`src/rtl/olkd_pkg.sv`:
```
// Shared types and codes for the ordered key list.
package olkd_pkg;

   typedef enum logic [2:0] {
      OP_INSERT_FRONT = 3'd0,
      OP_DELETE_KEY   = 3'd1,
      OP_REMOVE_FRONT = 3'd2,
      OP_REMOVE_BACK  = 3'd3,
      OP_DUMP         = 3'd4
   } op_type;

   typedef enum logic [1:0] {
      ST_OK   = 2'd0,
      ST_MISS = 2'd1,
      ST_FULL = 2'd2
   } status_type;

   typedef enum logic [2:0] {
      S_IDLE,
      S_SCAN,
      S_SHIFT,
      S_DUMP,
      S_RESP
   } state_type;

endpackage

```
`src/rtl/olkd_ram.sv`:
```
// Synchronous single-port-write, single-port-read key store.
module olkd_ram #(
   parameter int DEPTH = 32,
   parameter int WIDTH = 32
) (
   input  logic                     clock,
   input  logic                     wr_en,
   input  logic [$clog2(DEPTH)-1:0] wr_addr,
   input  logic [WIDTH-1:0]         wr_data,
   input  logic [$clog2(DEPTH)-1:0] rd_addr,
   output logic [WIDTH-1:0]         rd_data
);
   logic [WIDTH-1:0] mem [DEPTH];

   always_ff @(posedge clock) begin
      if (wr_en) begin
         mem[wr_addr] <= wr_data;
      end
      rd_data <= mem[rd_addr];
   end
endmodule

```
`src/rtl/ordered_list_with_key_delete.sv`:
```
// Top level of the ordered key list with delete by key.
// The keys live in a circular buffer in one synchronous memory, with a
// head pointer marking the front. Inserting at the front and removing at
// either end therefore only move a pointer. Delete by key reads the
// entries one per cycle from the front until a match, then closes the gap
// by moving each later entry one place towards the front, one entry per
// cycle. A dump emits one result transfer per entry at one per cycle
// while the output is not stalled, paced by the memory read port. The
// block takes one request at a time; results wait in an output register.
module ordered_list_with_key_delete #(
   parameter int CAPACITY  = 32,
   parameter int KEY_WIDTH = 32
) (
   input  logic        clock,
   input  logic        reset,
   input  logic        req_tvalid,
   output logic        req_tready,
   input  logic [39:0] req_tdata,   // op[2:0], key[34:3], zero fill
   input  logic        rsp_tready,
   output logic        rsp_tvalid,
   output logic [39:0] rsp_tdata,   // status[1:0], out_key[33:2], count[39:34]
   output logic        rsp_tlast    // last
);
   import olkd_pkg::*;

   localparam int AW = (CAPACITY > 1) ? $clog2(CAPACITY) : 1;
   localparam int CW = $clog2(CAPACITY + 1);

   state_type state_ff, state_in;
   logic [AW-1:0] head_ff, head_in;
   logic [CW-1:0] count_ff, count_in;
   logic [CW-1:0] pos_ff, pos_in;       // logical position being read
   logic [KEY_WIDTH-1:0] key_ff, key_in;
   logic [1:0] st_ff, st_in;
   logic rd_pend_ff, rd_pend_in;        // memory data valid this cycle

   logic rvalid_ff, rvalid_in;
   logic [1:0] rstatus_ff, rstatus_in;
   logic [31:0] rkey_ff, rkey_in;
   logic [CW-1:0] rcount_ff, rcount_in;
   logic rlast_ff, rlast_in;

   logic wr_en;
   logic [AW-1:0] wr_addr, rd_addr;
   logic [KEY_WIDTH-1:0] wr_data, rd_data;
   logic [KEY_WIDTH-1:0] req_key;
   logic [2:0] req_op;
   logic [5:0] rsp_count;
   logic out_free;

   olkd_ram #(.DEPTH(CAPACITY), .WIDTH(KEY_WIDTH)) u_ram (
      .clock(clock), .wr_en(wr_en), .wr_addr(wr_addr), .wr_data(wr_data),
      .rd_addr(rd_addr), .rd_data(rd_data)
   );

   function automatic logic [AW-1:0] phys(logic [AW-1:0] h, logic [CW-1:0] p);
      logic [AW:0] s;
      s = {1'b0, h} + (AW+1)'(p);
      if (s >= (AW+1)'(CAPACITY)) s = s - (AW+1)'(CAPACITY);
      return s[AW-1:0];
   endfunction

   assign req_op = req_tdata[2:0];
   assign req_key = KEY_WIDTH'($signed(req_tdata[34:3]));
   assign out_free = !rvalid_ff || rsp_tready;
   assign req_tready = (state_ff == S_IDLE) && out_free;
   assign rsp_tvalid = rvalid_ff;
   // The count field is six bits wide whatever the capacity.
   assign rsp_count = 6'(rcount_ff);
   assign rsp_tdata = {rsp_count, rkey_ff, rstatus_ff};
   assign rsp_tlast = rlast_ff;
   assign rd_addr = phys(head_ff, pos_in);

   // next state
   always_comb begin
      state_in = state_ff;
      case (state_ff)
         S_IDLE: begin
            if (req_tvalid && req_tready) begin
               if ((req_op == OP_DELETE_KEY || req_op == OP_DUMP) && count_ff != '0)
                  state_in = (req_op == OP_DUMP) ? S_DUMP : S_SCAN;
               else
                  state_in = S_RESP;
            end
         end
         S_SCAN: begin
            if (rd_pend_ff && rd_data == key_ff)
               state_in = (pos_ff + CW'(1) >= count_ff) ? S_RESP : S_SHIFT;
            else if (rd_pend_ff && pos_ff + CW'(1) >= count_ff)
               state_in = S_RESP;
         end
         S_SHIFT: begin
            if (rd_pend_ff && pos_ff + CW'(1) >= count_ff) state_in = S_RESP;
         end
         S_DUMP: begin
            if (rd_pend_ff && out_free && pos_ff + CW'(1) >= count_ff)
               state_in = S_IDLE;
         end
         S_RESP: begin
            if (out_free) state_in = S_IDLE;
         end
         default: state_in = S_IDLE;
      endcase
   end

   // datapath and outputs
   always_comb begin
      head_in = head_ff;
      count_in = count_ff;
      pos_in = pos_ff;
      key_in = key_ff;
      st_in = st_ff;
      rd_pend_in = 1'b0;
      wr_en = 1'b0;
      wr_addr = phys(head_ff, pos_ff);
      wr_data = rd_data;
      rvalid_in = rvalid_ff && !rsp_tready;
      rstatus_in = rstatus_ff;
      rkey_in = rkey_ff;
      rcount_in = rcount_ff;
      rlast_in = rlast_ff;
      case (state_ff)
         S_IDLE: begin
            pos_in = '0;
            if (req_tvalid && req_tready) begin
               key_in = req_key;
               st_in = ST_OK;
               rd_pend_in = 1'b1;
               case (req_op)
                  OP_INSERT_FRONT: begin
                     if (count_ff >= CW'(CAPACITY)) st_in = ST_FULL;
                     else begin
                        head_in = (head_ff == '0) ? AW'(CAPACITY - 1) : head_ff - AW'(1);
                        wr_en = 1'b1;
                        wr_addr = head_in;
                        wr_data = req_key;
                        count_in = count_ff + CW'(1);
                     end
                  end
                  OP_REMOVE_FRONT: begin
                     if (count_ff == '0) st_in = ST_MISS;
                     else begin
                        head_in = phys(head_ff, CW'(1));
                        count_in = count_ff - CW'(1);
                     end
                  end
                  OP_REMOVE_BACK: begin
                     if (count_ff == '0) st_in = ST_MISS;
                     else count_in = count_ff - CW'(1);
                  end
                  OP_DELETE_KEY, OP_DUMP: begin
                     if (count_ff == '0) st_in = ST_MISS;
                  end
                  default: st_in = ST_MISS;
               endcase
            end
         end
         S_SCAN: begin
            if (rd_pend_ff) begin
               if (rd_data == key_ff) begin
                  if (pos_ff + CW'(1) >= count_ff) count_in = count_ff - CW'(1);
                  else begin
                     pos_in = pos_ff + CW'(1);
                     rd_pend_in = 1'b1;
                  end
               end else if (pos_ff + CW'(1) >= count_ff) st_in = ST_MISS;
               else begin
                  pos_in = pos_ff + CW'(1);
                  rd_pend_in = 1'b1;
               end
            end
         end
         S_SHIFT: begin
            // Entry at pos moves one place towards the front.
            if (rd_pend_ff) begin
               wr_en = 1'b1;
               wr_addr = phys(head_ff, pos_ff - CW'(1));
               if (pos_ff + CW'(1) >= count_ff) count_in = count_ff - CW'(1);
               else begin
                  pos_in = pos_ff + CW'(1);
                  rd_pend_in = 1'b1;
               end
            end
         end
         S_DUMP: begin
            rd_pend_in = rd_pend_ff;
            if (rd_pend_ff && out_free) begin
               rvalid_in = 1'b1;
               rstatus_in = ST_OK;
               // Low 32 bits of the stored key, zero filled when keys are narrower.
               rkey_in = 32'(rd_data);
               rcount_in = count_ff;
               rlast_in = (pos_ff + CW'(1) >= count_ff);
               if (!rlast_in) pos_in = pos_ff + CW'(1);
            end
         end
         S_RESP: begin
            if (out_free) begin
               rvalid_in = 1'b1;
               rstatus_in = st_ff;
               rkey_in = '0;
               rcount_in = count_ff;
               rlast_in = 1'b1;
            end
         end
         default: ;
      endcase
   end

   always_ff @(posedge clock) begin
      if (reset) begin
         state_ff <= S_IDLE;
         head_ff <= '0;
         count_ff <= '0;
         pos_ff <= '0;
         rd_pend_ff <= 1'b0;
         rvalid_ff <= 1'b0;
      end else begin
         state_ff <= state_in;
         head_ff <= head_in;
         count_ff <= count_in;
         pos_ff <= pos_in;
         rd_pend_ff <= rd_pend_in;
         rvalid_ff <= rvalid_in;
      end
      key_ff <= key_in;
      st_ff <= st_in;
      rstatus_ff <= rstatus_in;
      rkey_ff <= rkey_in;
      rcount_ff <= rcount_in;
      rlast_ff <= rlast_in;
   end
endmodule
```
`config.mk`:
```
export PLATFORM = sky130hd
export DESIGN_NAME = ordered_list_with_key_delete
export DESIGN_NICKNAME = d
export VERILOG_FILES = /design/src/rtl/olkd_pkg.sv /design/src/rtl/olkd_ram.sv /design/src/rtl/ordered_list_with_key_delete.sv
export SDC_FILE = /design/constraint.sdc
export NUM_CORES = 1
export LEC_CHECK = 0
export ABC_AREA = 1
export BUFFER_PORTS_ARGS = -buffer_cell sky130_fd_sc_hd__buf_4
export CAP_MARGIN = 20
export CORE_ASPECT_RATIO = 0.9
export CORE_MARGIN = 2
export CORE_UTILIZATION = 25
export DETAILED_ROUTE_END_ITERATION = 10
export SYNTH_ARGS = -nofsm -noshare
export SYNTH_HDL_FRONTEND = slang
export SYNTH_HIERARCHICAL = 1
export SYNTH_SLANG_ARGS = --single-unit
```
`constraint.sdc`:
```
create_clock -name clock -period 12.1 [get_ports clock]
set_input_delay 1.815 -clock clock [delete_from_list [all_inputs] [get_ports clock]]
set_output_delay 1.815 -clock clock [all_outputs]
set_load 0.005 [all_outputs]
```
# Yosys cells after proc, flatten, opt, wreduce, memory -nomap -nowiden
# Memory sizes are Yosys's and may differ from the RTL's. A register that Yosys moved wholly into a read port is not among the register bits.
# Cells that the tools add are included.
# Widths: inputs -> output; s select.
[word_totals]
register_bits = 97
latchBits = 0
mem_bits_rw = 1024
rom_bits = 0
elab_cells = 158
memories = 1
[classes]
add_sub_neg = 13
n_mul = 0
div_mod_pow = 0
order_cmp = 6
n_eq_ne = 23
shifts = 0
n_mux = 73
n_bitwise = 0
reduce_logical = 30
[mem_list]
columns = ["name", "depth", "width", "read_ports", "rd_ports_with_merged_regs", "wr", "line", "rtl"]
rows = [
  ["u_ram.mem", 32, 32, 1, 1, 1, "olkd_ram.sv:13", "logic [WIDTH-1:0] mem [DEPTH];"],
]
[ops]
columns = ["operator", "count"]
rows = [
  ["$mux 32", 6],
  ["$mux 6", 12],
  ["$pmux 32 s2", 1],
  ["$mux 5", 11],
  ["$pmux 6 s3", 2],
  ["$eq 32x32->1", 1],
  ["$ge 6x6->1 const B", 5],
  ["$sub 5x1->5 const B", 5],
  ["$pmux 6 s2", 2],
  ["$mux 3", 7],
  ["$ne 2x2->1 const B", 10],
  ["$pmux 5 s2", 2],
  ["$add 5x6->6", 3],
  ["$mux 2", 8],
  ["$pmux 3 s5", 1],
  ["$mux 1", 14],
  ["$add 6x1->6 const B", 2],
  ["$eq 3x2->1 const B", 4],
  ["$pmux 2 s2", 3],
  ["$sub 6x1->6 const B", 2],
  ["$reduce_and 5->1", 2],
  ["$logic_and 1x1->1", 8],
  ["$reduce_and 8->1", 1],
  ["$add 5x1->6 const B", 1],
  ["20 further kinds", 32],
]

# Logic depth before layout (Yosys ltp)
[logic_depth]
word_depth = 8
mapped_depth = 30

# Modules after synthesis
# The synthesis kept the hierarchy.
[by_module_without_submodules]
columns = ["module", "n_inst", "cells_per_inst", "area_per_inst_um2", "seq_area_each_um2"]
rows = [
  ["olkd_ram", 1, 3536, 42405.7, 31390.1],
  ["ordered_list_with_key_delete", 1, 717, 5873.1, 2692.6],
]

# Worst setup path after synthesis
# Ideal clock, no wire load.
[synth_timing]
kind = "input-to-reg"
start = "input port rsp_tready"
end = "memory u_ram.mem[4][0] (enable)"
setup_ns = 0.421
arrival_time_ns = 4.744
setup_slack_ns = 6.935
cell_stages = 12
cell_sequence = "nor2_1 > nor2_4 > nand2_2 > inv_2 > nor2_2 > nor2_4 > o22ai_1 > a211oi_1 > nand2_1 > inv_1 > nand3_1 > nor2_1"
[synth_via]
word_cells_on_any_way = 9
[synth_lines]
columns = ["item", "line", "rtl"]
rows = [
  ["from (decl)", "ordered_list_with_key_delete.sv:19", "input logic rsp_tready,"],
  ["$logic_or 1x1->1", "ordered_list_with_key_delete.sv:65", "assign out_free = !rvalid_ff || rsp_tready;"],
  ["$logic_and 1x1->1", "ordered_list_with_key_delete.sv:66", "assign req_tready = (state_ff == S_IDLE) && out_free;"],
  ["net req_tready", "ordered_list_with_key_delete.sv:17", "output logic req_tready,"],
  ["$logic_and 1x1->1", "ordered_list_with_key_delete.sv:125", "if (req_tvalid && req_tready) begin"],
  ["$mux 5", "ordered_list_with_key_delete.sv:125", ""],
  ["$pmux 5 s2", "ordered_list_with_key_delete.sv:122", "case (state_ff)"],
  ["net wr_addr[4]", "ordered_list_with_key_delete.sv:44", "logic [AW-1:0] wr_addr, rd_addr;"],
  ["to (decl)", "olkd_ram.sv:13", ""],
]
# The timed path passes the listed nets, and every way through them passes these cells.

# Worst setup path in the final report
[layout_timing]
start = "register pos_ff[0]"
end = "register u_ram.rd_data[27] (read register of u_ram.mem)"
[layout_via]
elab_chain_cells = 8
word_cells_on_any_way = 10
[layout_lines]
columns = ["item", "line", "rtl"]
rows = [
  ["from (decl)", "ordered_list_with_key_delete.sv:32", "logic [CW-1:0] pos_ff, pos_in;"],
  ["from (signal assigned)", "ordered_list_with_key_delete.sv:222", "pos_ff <= pos_in;"],
  ["$add 6x1->6", "--", ""],
  ["$ge 6x6->1", "--", ""],
  ["$mux 6", "--", ""],
  ["$mux 6, on equally long branches", "ordered_list_with_key_delete.sv:187, ordered_list_with_key_delete.sv:175", ""],
  ["$pmux 6 s3 *", "ordered_list_with_key_delete.sv:122", ""],
  ["net pos_in[0]", "ordered_list_with_key_delete.sv:32", ""],
  ["$add 5x6->6 *", "ordered_list_with_key_delete.sv:58", "s = {1'b0, h} + (AW+1)'(p);"],
  ["$sub 5x1->5 / $ge 6x6->1 (equally long branches)", "ordered_list_with_key_delete.sv:59", "if (s >= (AW+1)'(CAPACITY)) s = s - (AW+1)'(CAPACITY);"],
  ["$mux 5 *", "ordered_list_with_key_delete.sv:59", ""],
  ["net rd_addr[1]", "ordered_list_with_key_delete.sv:44", ""],
  ["to (decl)", "olkd_ram.sv:11", "output logic [WIDTH-1:0] rd_data"],
]
# Mark *: on every way through the listed nets, which the timed path passes. The rest lies on a longest branch.
# A chain may end at the register's enable or synchronous reset.

==> reports/results.txt <==
run status: finished clean
max cap viols: 0
final non-filler cell total: 6965
most used cell, CP: nand2_1
Core Util, Final: 0.289
CTS buffer count: 117
worst endpoint required time: 12.67 ns
DR vias: 32044
total grt overflow: 0
DIE AREA: 197000 sq um
YS warnings: 6
vias in the first global route: 29793
Synth top area share: 0.684
PwrDens: 263 nW/um^2
CP endpoint kind: flip-flop
worst-margin pin slew: 1.14 ns
largest net degree at the start of global routing: 240
Worst Path Max Fanout: 109
Worst-path clk slew: 0.06 ns
cell depth of the worst min-delay path: 2
H-tree Lvls: 3
Power, Total: 14.6 mW
sequential fraction of the synthesis area: 0.706
area growth from synthesis to layout: 15.2%
CP peak stage delay: 0.98 ns
Post-Synthesis Cell Area: 48300 sq um
setup TNS: 0 ns
# DRC: 0
ANT nets after route: 0
leading cell type in the layout, fill and taps excluded: nand2_1
top cells by area, synth: edfxtp_1, nand2_1, nand3_1
fin crit period: 6.24 ns
fmax: 160 MHz
Critical Path Slowest Stage Cell: buf_4
Worst setup SP type: flip-flop
setup violators final: 0
CTS tree: done
Multi-input gate area: 12500 sq um
Filler Cells Inserted: 19528
initial antenna violation count: 7
net count reported at finish: 4377
Die Y: 421 um
starting density of the core: 0.251
critical path class: reg2reg
Leak: 20.0 nW
Clock Sinks: 1153
leading area contributor after synthesis: edfxtp_1
register area: 34100 sq um
unrepaired setup endpoints after global routing: false
most frequent cells in the layout: nand2_1, edfxtp_1, nand3_1, buf_4, clkbuf_16
Routed WL per cell: 19.1 um
Final Cycle Share: 0.516
Max Clock Skew: 0.0352 ns
Min-Delay Endpoint: count_ff[4]$_SDFFE_PP0P_
Die Wd: 467 um
PortBufs: 81
Bufs on Longest Clock Path: 3
IO Count: 87
hold crit path type: reg2reg
Crit Reg-Reg Startpoint: pos_ff[0]$_SDFF_PP0_
RD Place Congestion: 0.818
Clk Latency, worst-skew pair: 0.72 ns
Distinct cells, synth: 43
FF+latch count, synth: 1153
Worst EP arrival: 6.81 ns
placed cells: 6727
Row Count: 153
Final Hold Fails: 0
Avg Inst Size Synth: 11.4 sq um
CTS root buf: clkbuf_16
DR vias/cell: 4.60
hold wc startpoint: count_ff[4]$_SDFFE_PP0P_
Post-Syn Nets: 4327
first-pass GRT wire length: 195 mm
relative slew slack: 0.241
share of layout cells above drive strength 1: 0.0969
Post-Route WL: 133 mm
Final Slew Violations: 0
DRT Pass-1 Iters: 6
hold-fix buffers at CTS: 0
DPL Wire Length: 66.6 mm
DR iter-0 viols: 3601
Worst R2R Setup Slack: 5.86 ns
Total Routing Usage GR: 0.131
Post-Syn Instances: 4253
worst flop-to-flop path endpoint: u_ram/rd_data[27]$_DFF_P_
total setup buffers inserted after CTS: 0
logic depth of the worst register-to-register path: 26
post-cts sizing count: 0
Core ar.: 193000 sq um
Peak VDD IR: 331 uV
==> worst max-delay path: cells and delay by family (launching register included) <==
kind            cells  cell delay, ns
compound gates      3            0.36
xor+xnor            2            0.46
fa+ha+maj           3            1.02
simple gates       13            1.63
buf+inv             5            1.98
flops               1            0.52
==> routing by layer <==
| layer | global-route usage | vias to the layer above | wire length, um |
|---|---|---|---|
| met3 | 0.0210 | 213 | 11600 |
| li1 | - | 14792 | - |
| met1 | 0.181 | 15634 | 56700 |
| met2 | 0.208 | 1405 | 60700 |
| met5 | 0 | - | 0 |
| met4 | 0.0427 | 0 | 3740 |
==> cells in the mapped netlist <==
| library cell | number |
|---|---|
| a22oi_1 | 1 |
| or2_1 | 1 |
| buf_4 | 24 |
| nor2_2 | 1 |
| nand3_1 | 803 |
| inv_1 | 110 |
| o21a_1 | 2 |
| buf_6 | 66 |
| nand2_2 | 1 |
| nand2_4 | 2 |
| nor3b_1 | 1 |
| clkbuf_1 | 32 |
| nor2_4 | 3 |
| ha_1 | 27 |
| nand4_1 | 6 |
| a21oi_1 | 36 |
| o31ai_1 | 1 |
| nor3_4 | 1 |
| nand3_2 | 1 |
| buf_8 | 3 |
| a21o_1 | 1 |
| xor2_1 | 17 |
| a211oi_1 | 2 |
| dfxtp_1 | 54 |
| buf_2 | 90 |
| inv_8 | 1 |
| a31oi_1 | 2 |
| o211ai_1 | 5 |
| o221ai_1 | 1 |
| nor3_1 | 8 |
| or2_2 | 1 |
| o21ai_0 | 57 |
| o21ai_1 | 9 |
| nand2_1 | 1605 |
| edfxtp_1 | 1099 |
| o22ai_1 | 3 |
| xnor2_1 | 30 |
| fa_1 | 3 |
| inv_2 | 8 |
| buf_1 | 21 |
| nand3b_1 | 1 |
| nor3_2 | 1 |
| nor2_1 | 112 |
==> registers in the layout (all words and copies together), names as in the netlist, named ones only <==
register,flops
st_ff,2
head_ff,5
rsp_tvalid,1
u_ram/rd_data,32
key_ff,32
state_ff,3
rcount_ff,6
rstatus_ff,2
count_ff,6
rkey_ff,32
rd_pend_ff,1
u_ram/mem,1024
rsp_tlast,1
pos_ff,5
==> stage by stage <==
step | area (sq um) | worst slack, ns | hold WS (ns)
floorplan | 48300 | 6.93 | 0.403
global placement | 51400 | 5.18 | 0.514
detailed placement | 51500 | 5.15 | 0.512
CTS | 55400 | 5.86 | 0.521
global route | 55600 | 5.41 | 0.539
finish | 55600 | 5.86 | 0.517
==> cells by family (layout without fill, tap and decap cells) <==
| kind of cell | Yosys count | after routing | share of synthesized area |
|---|---|---|---|
| DFF | 1153 | 1153 | 0.706 |
| other | 0 | 1 | 0 |
| and+or+nand+nor | 2548 | 2548 | 0.221 |
| adders and majority gates | 30 | 30 | 0.00824 |
| xor gates and xnor gates | 47 | 47 | 0.00853 |
| AOI/OAI and AO/OA | 120 | 120 | 0.0133 |
| buffers and inverters | 355 | 509 | 0.0429 |
==> worst max path at each step <==
stage,endpoint,slack (ns),from,cells after the start
after floorplan,u_ram/mem[4][0]$_DFFE_PP_,6.93,rsp_tready,12
after global placement,u_ram/rd_data[20]$_DFF_P_,5.18,rsp_tready,20
after detailed placement,u_ram/rd_data[20]$_DFF_P_,5.15,rsp_tready,20
after CTS,u_ram/rd_data[15]$_DFF_P_,5.86,rsp_tready,20
after global routing,u_ram/rd_data[14]$_DFF_P_,5.41,pos_ff[0]$_SDFF_PP0_,24
final,u_ram/rd_data[27]$_DFF_P_,5.86,pos_ff[0]$_SDFF_PP0_,26
==> power by group <==
group / internal, mW / total [mW] / switching, mW
Clock: 2.12 / 3.64 / 1.52
Sequential: 5.12 / 5.23 / 0.109
Combinational: 1.57 / 5.73 / 4.17
Total: 8.80 / 14.6 / 5.80
==> area by class of cell <==
type | instances | share of cell area
flip-flops and latches | 1153 | 0.613
multi-input cells | 2745 | 0.225
clock inverters | 72 | 0.0126
diodes | 1 | 0.0000450
repair buffers | 167 | 0.0265
inverters | 119 | 0.00875
clock buffers | 151 | 0.0568
well taps | 2557 | 0.0575
(Power assumes the default switching activity.)
